--- src/rtl/lla_pkg.sv ---
// Package for the least loaded assigner: sizes, payload structs, the cell
// handoff and update structs, and the controller state type.
// No dependencies.
package lla_pkg;

   // Server row size and load width.
   localparam int MAX_SERVERS = 32;
   localparam int LOAD_BITS   = 24;
   localparam int IDX_BITS    = (MAX_SERVERS > 1) ? $clog2(MAX_SERVERS) : 1;
   localparam int CNT_BITS    = $clog2(MAX_SERVERS + 1);

   // Field widths of the channels.
   localparam int TIME_BITS = 10;
   localparam int ID_BITS   = 16;
   localparam int NUM_BITS  = 6;
   localparam int CFG_BITS  = 6;
   localparam int OUT_BITS  = 24;

   // Register port.
   localparam int ADDR_BITS = 2;
   localparam int DATA_BITS = 32;
   localparam logic REG_ACTIVE_SERVERS = 1'b0;
   localparam logic [CFG_BITS-1:0] ACTIVE_RESET = CFG_BITS'(1);

   // Input beat.
   typedef struct packed {
      logic [TIME_BITS-1:0] service_time;
      logic [ID_BITS-1:0]   job_id;
   } req_type;

   // Result beat.
   typedef struct packed {
      logic [ID_BITS-1:0]  job_id_out;
      logic [NUM_BITS-1:0] server_number;
      logic [OUT_BITS-1:0] server_load;
   } rsp_type;

   // Best candidate so far, handed from one cell to the next.
   typedef struct packed {
      logic                 have;
      logic [LOAD_BITS-1:0] load;
      logic [IDX_BITS-1:0]  idx;
   } cand_type;

   // Load write, broadcast to all cells.
   typedef struct packed {
      logic                 we;
      logic [IDX_BITS-1:0]  idx;
      logic [LOAD_BITS-1:0] load;
   } upd_type;

   typedef enum logic [1:0] {
      ST_IDLE,
      ST_SCAN,
      ST_WRITE
   } state_type;

endpackage

--- src/rtl/least_loaded_assigner.sv ---
// Top level of the least loaded assigner: register port, controller, the row
// of server cells and the result register. Uses lla_pkg and lla_cell.
//
//   channel   direction   handshake                  payload
//   req       in          req_valid / req_ready      req_data (req_type)
//   rsp       out         rsp_valid / rsp_ready      rsp_data (rsp_type)
//   csr       in/out      psel/penable/pwrite/pready paddr, pwdata, prdata
//
// A job is accepted, then the best candidate ripples through the cell row
// during the scan, and then the new load is written.
// The next job is taken in the cycle after the load write.
// Synchronous reset clears all loads and sets the active count to one.
// The load write waits while the previous result beat is still held.
module least_loaded_assigner
   import lla_pkg::*;
(
   input  logic                 clock,
   input  logic                 reset,
   input  logic                 req_valid,
   output logic                 req_ready,
   input  req_type              req_data,
   output logic                 rsp_valid,
   input  logic                 rsp_ready,
   output rsp_type              rsp_data,
   input  logic                 psel,
   input  logic                 penable,
   input  logic                 pwrite,
   input  logic [ADDR_BITS-1:0] paddr,
   input  logic [DATA_BITS-1:0] pwdata,
   output logic [DATA_BITS-1:0] prdata,
   output logic                 pready
);

   state_type            state_ff, state_in;
   logic [IDX_BITS-1:0]  cnt_ff, cnt_in;
   logic [CFG_BITS-1:0]  active_ff, active_in;
   logic [CNT_BITS-1:0]  active_cnt;
   req_type              job_ff, job_in;
   logic                 rsp_valid_ff, rsp_valid_in;
   rsp_type              rsp_ff, rsp_in;
   upd_type              upd;
   cand_type             best;
   cand_type             chain [0:MAX_SERVERS];
   logic [LOAD_BITS:0]   sum;
   logic [LOAD_BITS-1:0] sat_load;
   logic                 req_fire;
   logic                 out_free;

   // Register port: single register, always ready.
   assign pready = 1'b1;
   assign prdata = (paddr[1] == REG_ACTIVE_SERVERS) ?
                   DATA_BITS'(active_ff) : '0;

   always_comb begin
      active_in = active_ff;
      if (psel && penable && pwrite && (paddr[1] == REG_ACTIVE_SERVERS)) begin
         active_in = pwdata[CFG_BITS-1:0];
      end
   end

   // Zero counts as one server; counts above the row size are clamped.
   always_comb begin
      if (active_ff == '0) begin
         active_cnt = CNT_BITS'(1);
      end else if (int'(active_ff) > MAX_SERVERS) begin
         active_cnt = CNT_BITS'(MAX_SERVERS);
      end else begin
         active_cnt = CNT_BITS'(active_ff);
      end
   end

   // Row of cells; the first cell sees an empty candidate.
   assign chain[0] = '0;

   for (genvar g = 0; g < MAX_SERVERS; g++) begin : g_cell
      lla_cell u_cell (
         .clock      (clock),
         .reset      (reset),
         .cell_idx   (IDX_BITS'(g)),
         .active_cnt (active_cnt),
         .cand_in    (chain[g]),
         .upd        (upd),
         .cand_out   (chain[g+1])
      );
   end

   assign best = chain[MAX_SERVERS];

   // Saturating add of the service time to the winning load.
   assign sum      = {1'b0, best.load} + (LOAD_BITS+1)'(job_ff.service_time);
   assign sat_load = sum[LOAD_BITS] ? '1 : sum[LOAD_BITS-1:0];

   assign req_fire = req_valid && req_ready;
   assign out_free = !rsp_valid_ff || rsp_ready;

   // Next state.
   always_comb begin
      state_in = state_ff;
      case (state_ff)
         ST_IDLE: begin
            if (req_valid) begin
               state_in = ST_SCAN;
            end
         end
         ST_SCAN: begin
            if (cnt_ff == IDX_BITS'(MAX_SERVERS - 1)) begin
               state_in = ST_WRITE;
            end
         end
         ST_WRITE: begin
            if (out_free) begin
               state_in = ST_IDLE;
            end
         end
         default: begin
            state_in = ST_IDLE;
         end
      endcase
   end

   // Controller outputs.
   always_comb begin
      req_ready = 1'b0;
      upd       = '0;
      case (state_ff)
         ST_IDLE: begin
            req_ready = 1'b1;
         end
         ST_SCAN: begin
            req_ready = 1'b0;
         end
         ST_WRITE: begin
            upd.we   = out_free;
            upd.idx  = best.idx;
            upd.load = sat_load;
         end
         default: begin
            req_ready = 1'b0;
         end
      endcase
   end

   // Scan counter, job holding register and result register.
   always_comb begin
      cnt_in       = (state_ff == ST_SCAN) ? cnt_ff + IDX_BITS'(1) : '0;
      job_in       = req_fire ? req_data : job_ff;
      rsp_valid_in = rsp_valid_ff;
      rsp_in       = rsp_ff;
      if (rsp_valid_ff && rsp_ready) begin
         rsp_valid_in = 1'b0;
      end
      if (upd.we) begin
         rsp_valid_in         = 1'b1;
         rsp_in.job_id_out    = job_ff.job_id;
         rsp_in.server_number = NUM_BITS'(best.idx) + NUM_BITS'(1);
         rsp_in.server_load   = OUT_BITS'(sat_load);
      end
   end

   always_ff @(posedge clock) begin
      if (reset) begin
         state_ff     <= ST_IDLE;
         cnt_ff       <= '0;
         active_ff    <= ACTIVE_RESET;
         rsp_valid_ff <= 1'b0;
      end else begin
         state_ff     <= state_in;
         cnt_ff       <= cnt_in;
         active_ff    <= active_in;
         rsp_valid_ff <= rsp_valid_in;
      end
   end

   always_ff @(posedge clock) begin
      job_ff <= job_in;
      rsp_ff <= rsp_in;
   end

   assign rsp_valid = rsp_valid_ff;
   assign rsp_data  = rsp_ff;

`ifndef SYNTH
   // The chosen server is always one of the active ones.
   a_best_active: assert property (@(posedge clock) disable iff (reset)
      upd.we |-> (best.have && (CNT_BITS'(best.idx) < active_cnt)))
      else $error("chosen server outside the active range");

   // After a job is taken, no other is taken in the next cycle.
   a_one_job: assert property (@(posedge clock) disable iff (reset)
      req_fire |=> !req_ready)
      else $error("job accepted during a scan");

   // A new result only ever follows a load write.
   a_rsp_from_write: assert property (@(posedge clock) disable iff (reset)
      $rose(rsp_valid_ff) |-> $past(upd.we))
      else $error("result raised without a load write");

   // The reported load never falls below the load it was built on.
   a_load_grows: assert property (@(posedge clock) disable iff (reset)
      upd.we |=> (rsp_ff.server_load >= $past(best.load)))
      else $error("saturating add lost load");
`endif

endmodule

--- src/rtl/lla_cell.sv ---
// One server cell: holds that server's load and, when active, passes on the smaller of
// its own load and the candidate from the previous cell. Uses lla_pkg.
module lla_cell
   import lla_pkg::*;
(
   input  logic                clock,
   input  logic                reset,
   input  logic [IDX_BITS-1:0] cell_idx,
   input  logic [CNT_BITS-1:0] active_cnt,
   input  cand_type            cand_in,
   input  upd_type             upd,
   output cand_type            cand_out
);

   logic [LOAD_BITS-1:0] load_ff, load_in;
   cand_type             cand_ff, cand_in_next;
   logic                 active;

   // A cell takes part only when its index is below the active count.
   assign active = CNT_BITS'(cell_idx) < active_cnt;

   // Keep the earlier candidate on ties so the lowest index wins.
   always_comb begin
      cand_in_next = cand_in;
      if (active && (!cand_in.have || (load_ff < cand_in.load))) begin
         cand_in_next.have = 1'b1;
         cand_in_next.load = load_ff;
         cand_in_next.idx  = cell_idx;
      end
   end

   // Load write when this cell is the one addressed.
   always_comb begin
      load_in = load_ff;
      if (upd.we && (upd.idx == cell_idx)) begin
         load_in = upd.load;
      end
   end

   always_ff @(posedge clock) begin
      if (reset) begin
         load_ff <= '0;
      end else begin
         load_ff <= load_in;
      end
   end

   // Candidate register is payload only.
   always_ff @(posedge clock) begin
      cand_ff <= cand_in_next;
   end

   assign cand_out = cand_ff;

endmodule
--- config.mk ---
export PLATFORM = sky130hd
export DESIGN_NAME = least_loaded_assigner
export DESIGN_NICKNAME = d
export VERILOG_FILES = /design/src/rtl/lla_pkg.sv /design/src/rtl/least_loaded_assigner.sv /design/src/rtl/lla_cell.sv
export SDC_FILE = /design/constraint.sdc
export NUM_CORES = 2
export LEC_CHECK = 0
export BUFFER_PORTS_ARGS = -buffer_cell sky130_fd_sc_hd__buf_2
export CAP_MARGIN = 20
export CORE_MARGIN = 3
export CORE_UTILIZATION = 60
export CTS_BUF_LIST = sky130_fd_sc_hd__clkbuf_16
export CTS_CLUSTER_SIZE = 30
export DETAILED_ROUTE_END_ITERATION = 10
export PLACE_DENSITY = 0.75
export SLEW_MARGIN = 20
export SYNTH_ARGS = -nofsm -noshare
export SYNTH_HDL_FRONTEND = slang
export SYNTH_SLANG_ARGS = --single-unit
export TNS_END_PERCENT = 20
--- constraint.sdc ---
create_clock -name clock -period 3.6 [get_ports clock]
set_input_delay 0.72 -clock clock [delete_from_list [all_inputs] [get_ports clock]]
set_output_delay 0.72 -clock clock [all_outputs]
set_load 0.03 [all_outputs]
==> impl_results.md <==
- Status: finished clean
- Clock slew at reported path FFs: 0.06 ns
- Layout cell share with drive strength beyond 1: 19.6%
- Final Util: 67.4%
- CP startpoint kind: flop
- R2r endpoint: rsp_data[2]
- Worst Skew: 0.0299 ns
- Post-Syn Area: 77700 um2
- CP Depth: 9
- DRC viols: 0
- Pwr/cell area: 461 nW/um2
- Crit path from: job_ff[16]
- Sequential power share: 51.1%
- Vias per cell: 5.68
- Clock power frac: 46.1%
- Fin crit share: 94.2%
- Leak Pwr: 34.4 nW
- Pre-CTS WS: 0.233 ns
- Vias in the first global route: 55700
- IO Pins: 148
- Maximum vdd ir drop: 0.567 mV
- Initial DRC Count: 3923
- Logic pwr share: 2.8%
- # rows: 131
- R2r worst-path depth: 9
- Worst skew pair latency: 0.80 ns
- Family with the most delay on the worst path: simple AND/OR/NAND/NOR gates
- Synth cell types: 83
- Commonest cells after routing, fill and taps aside: 1710 x dfxtp_1, 799 x inv_1, 740 x mux2_2, 726 x ha_1, 693 x nand2_1
- Final worst slack: 0.209 ns
- Sw frac: 21.8%
- Drt pass-1 iters: 6
- Max frequency: 295 MHz
- Kind of critical path: flop to flop
- Final setup TNS: 0 ns
- Routed vias: 55800
- Setup Buffers After CTS: 0
- FF+latch count, synth: 1782
- Grt ovf: 0
- CP Cell Sequence: ha_1, fa_1, a211oi_1, nor3_2, o22a_1, and2_1, nor2_4, buf_4, inv_1
- NumNets Final: 8750
- Root buffer cell: clkbuf_16
- Initial antenna violation count: 2
- Arrival time worst endpoint: 3.94 ns
- First-pass GRT wire length: 304000 um
- Post-synth ARST share: 0%
- Hold buffer count at CTS: 0
- Min Hold Slack: 0.0906 ns
- Hold Crit Class: input port to flop
- R2r setup slk: 0.21 ns
- Post_cts resized: 0
- Crit path required time: 4.14 ns
- Hold Fails Final Rpt: 0
- Final min period: 3.39 ns
- Sw Pwr: 8.66 mW
- DIE HEIGHT: 366 um
- DP HPWL: 134000 um
- CTS H-tree depth: 4
- Routed Antenna Nets: 0
- Gpl congestion: 0.907
- Cts bufs inserted: 178
- Seq/Total Area, Yosys: 46.8%
- Die Width: 366 um
- Slew margin rel.: 31.9%
- RSZ-0062 raised after global routing: no
- Avg Inst Size Synth: 9.82 um2
- Buf+Inv Stages, Crit Path: 2
- Clock sinks: 1782
- Die area: 134000 um2
- Port Buffers: 93
- Routed Wire Length: 192000 um
- Leading cell type in the layout, fill and taps excluded: dfxtp_1
- CP Max Fanout: 22
- Ys Warns: 0
- Internal power: 31.1 mW
- Largest net degree at the start of global routing: 97
- Fillers: 9746
- CP Capture Point: rsp_data[2]
- CTS tree: done
- Ant diodes: 0
- Maxcap violations: 0
- Endpoint class of the critical path: flop
- Initial Util: 60.7%
- Number of setup violations in the final report: 0
- Syn-to-layout area delta: 11.1%
- Main synth FF type: dfxtp_1
- Critical path's slowest cell: and2_1
- Final Max Tran Viols: 0
- Actual slew at the worst max-slew pin: 1.02 ns
- Bufs on Longest Clock Path: 3
- Reg-to-Reg Start: job_ff[16]
- Mapped Cells: 7919
- DR WL/cell: 19.5 um
- CP max stage delay: 0.49 ns
- Core footprint: 128000 um2
- GRT Util Overall: 28.2%
- Number of synthesized flops with an enable pin: 72
==> sequential cells by signal (all words and copies together) (netlist names) <==
name / count
cnt_ff: 5
state_ff: 2
rsp_valid: 1
rsp_data: 46
job_ff: 26
g_cell.u_cell.cand_out: 928
g_cell.u_cell.load_ff: 768
active_ff: 6
==> metrics by stage <==
step | cells | power [mW] | cell area (um2)
final | 9822 | 39.8 | 86400
after global routing | 9822 | 40.9 | 86400
after CTS | 9822 | 40.0 | 86400
after detailed placement | 9505 | 21.9 | 80600
after global placement | 9505 | 21.9 | 80600
after floorplan | 7945 | 21.4 | 77800
==> cells in the mapped netlist (30+ instances only) <==
cell / count / area (um2)
nand2_1: 693 / 2600
buf_4: 40 / 300
or2_2: 84 / 526
nor2_2: 68 / 425
a211oi_1: 437 / 3280
nor3_1: 50 / 250
nor2_1: 674 / 2530
edfxtp_1: 72 / 2160
a21oi_1: 485 / 2430
nand4_1: 107 / 669
ha_1: 726 / 9080
a31oi_1: 35 / 219
nor3_2: 93 / 931
clkbuf_1: 217 / 815
inv_1: 762 / 2860
nand3_1: 73 / 365
buf_2: 168 / 841
a21o_1: 58 / 435
nor2b_1: 65 / 407
and3_1: 30 / 188
mux2_2: 740 / 8330
nand2b_1: 57 / 357
o21ai_0: 163 / 816
dfxtp_1: 1710 / 34200
==> per-layer routing <==
layer / global-route usage, % / part of all wire (%) / up-vias
met5: 0 / 0 / -
met2: 47.4 / 47 / 1388
li1: - / - / 27100
met1: 37.0 / 44 / 26900
met4: 10.4 / 3.5 / 0
met3: 3.82 / 5.3 / 380
==> how the worst min path moves through the flow <==
| stage | endpoint | startpoint | cells past startpoint | slack [ns] |
|---|---|---|---|---|
| after global routing | job_ff[22] | req_data[22] | 1 | 0.07 |
| after detailed placement | g_cell[0].u_cell.cand_out[22] | g_cell[0].u_cell.load_ff[17] | 0 | 0.34 |
| final | job_ff[21] | req_data[21] | 1 | 0.09 |
| after global placement | g_cell[0].u_cell.cand_out[14] | g_cell[0].u_cell.load_ff[9] | 0 | 0.33 |
| after floorplan | g_cell[10].u_cell.cand_out[1] | g_cell[9].u_cell.cand_out[1] | 1 | 0.39 |
| after CTS | job_ff[22] | req_data[22] | 1 | 0.04 |
==> cell families (layout without fill, tap and decap cells) <==
family,after synthesis,in the layout,synth area share [%]
AOI/OAI and AO/OA,1369,1369,11.5
xor gates and xnor gates,13,13,0.146
adders and majority gates,727,727,11.7
buffers and inverters,1208,1356,6.40
DFF,1782,1782,46.8
muxes,751,751,10.9
other,2,28,0.00966
and+or+nand+nor,2067,2067,12.6
==> power by group through the flow <==
stage | clock [mW] | sequential (mW) | combinational (mW)
after floorplan | 0 | 20.6 | 0.744
after global placement | 0 | 20.8 | 1.08
after detailed placement | 0 | 20.8 | 1.09
after CTS | 18.6 | 20.3 | 1.10
after global routing | 19.4 | 20.4 | 1.17
final | 18.3 | 20.3 | 1.11
==> worst reg2reg max path, stage by stage (launching register included) <==
cell and delay, ns:
edfxtp_1 0.37, ha_1 0.24, fa_1 0.43, a211oi_1 0.41, nor3_2 0.12, o22a_1 0.38
and2_1 0.49, nor2_4 0.22, buf_4 0.38, inv_1 0.09
==> cell type report <==
| class | instances | area (um2) | area share (%) |
|---|---|---|---|
| Sequential cell | 1782 | 36400 | 42.1 |
| Clock buffer | 186 | 4650 | 5.39 |
| Inverter | 763 | 2860 | 3.32 |
| Tap cell | 1729 | 2160 | 2.51 |
| Timing Repair Buffer | 276 | 2240 | 2.59 |
| Multi-Input combinational cell | 4955 | 36900 | 42.8 |
| Clock inverter | 131 | 1110 | 1.29 |
No activity file was read; power rests on OpenSTA's default activity.
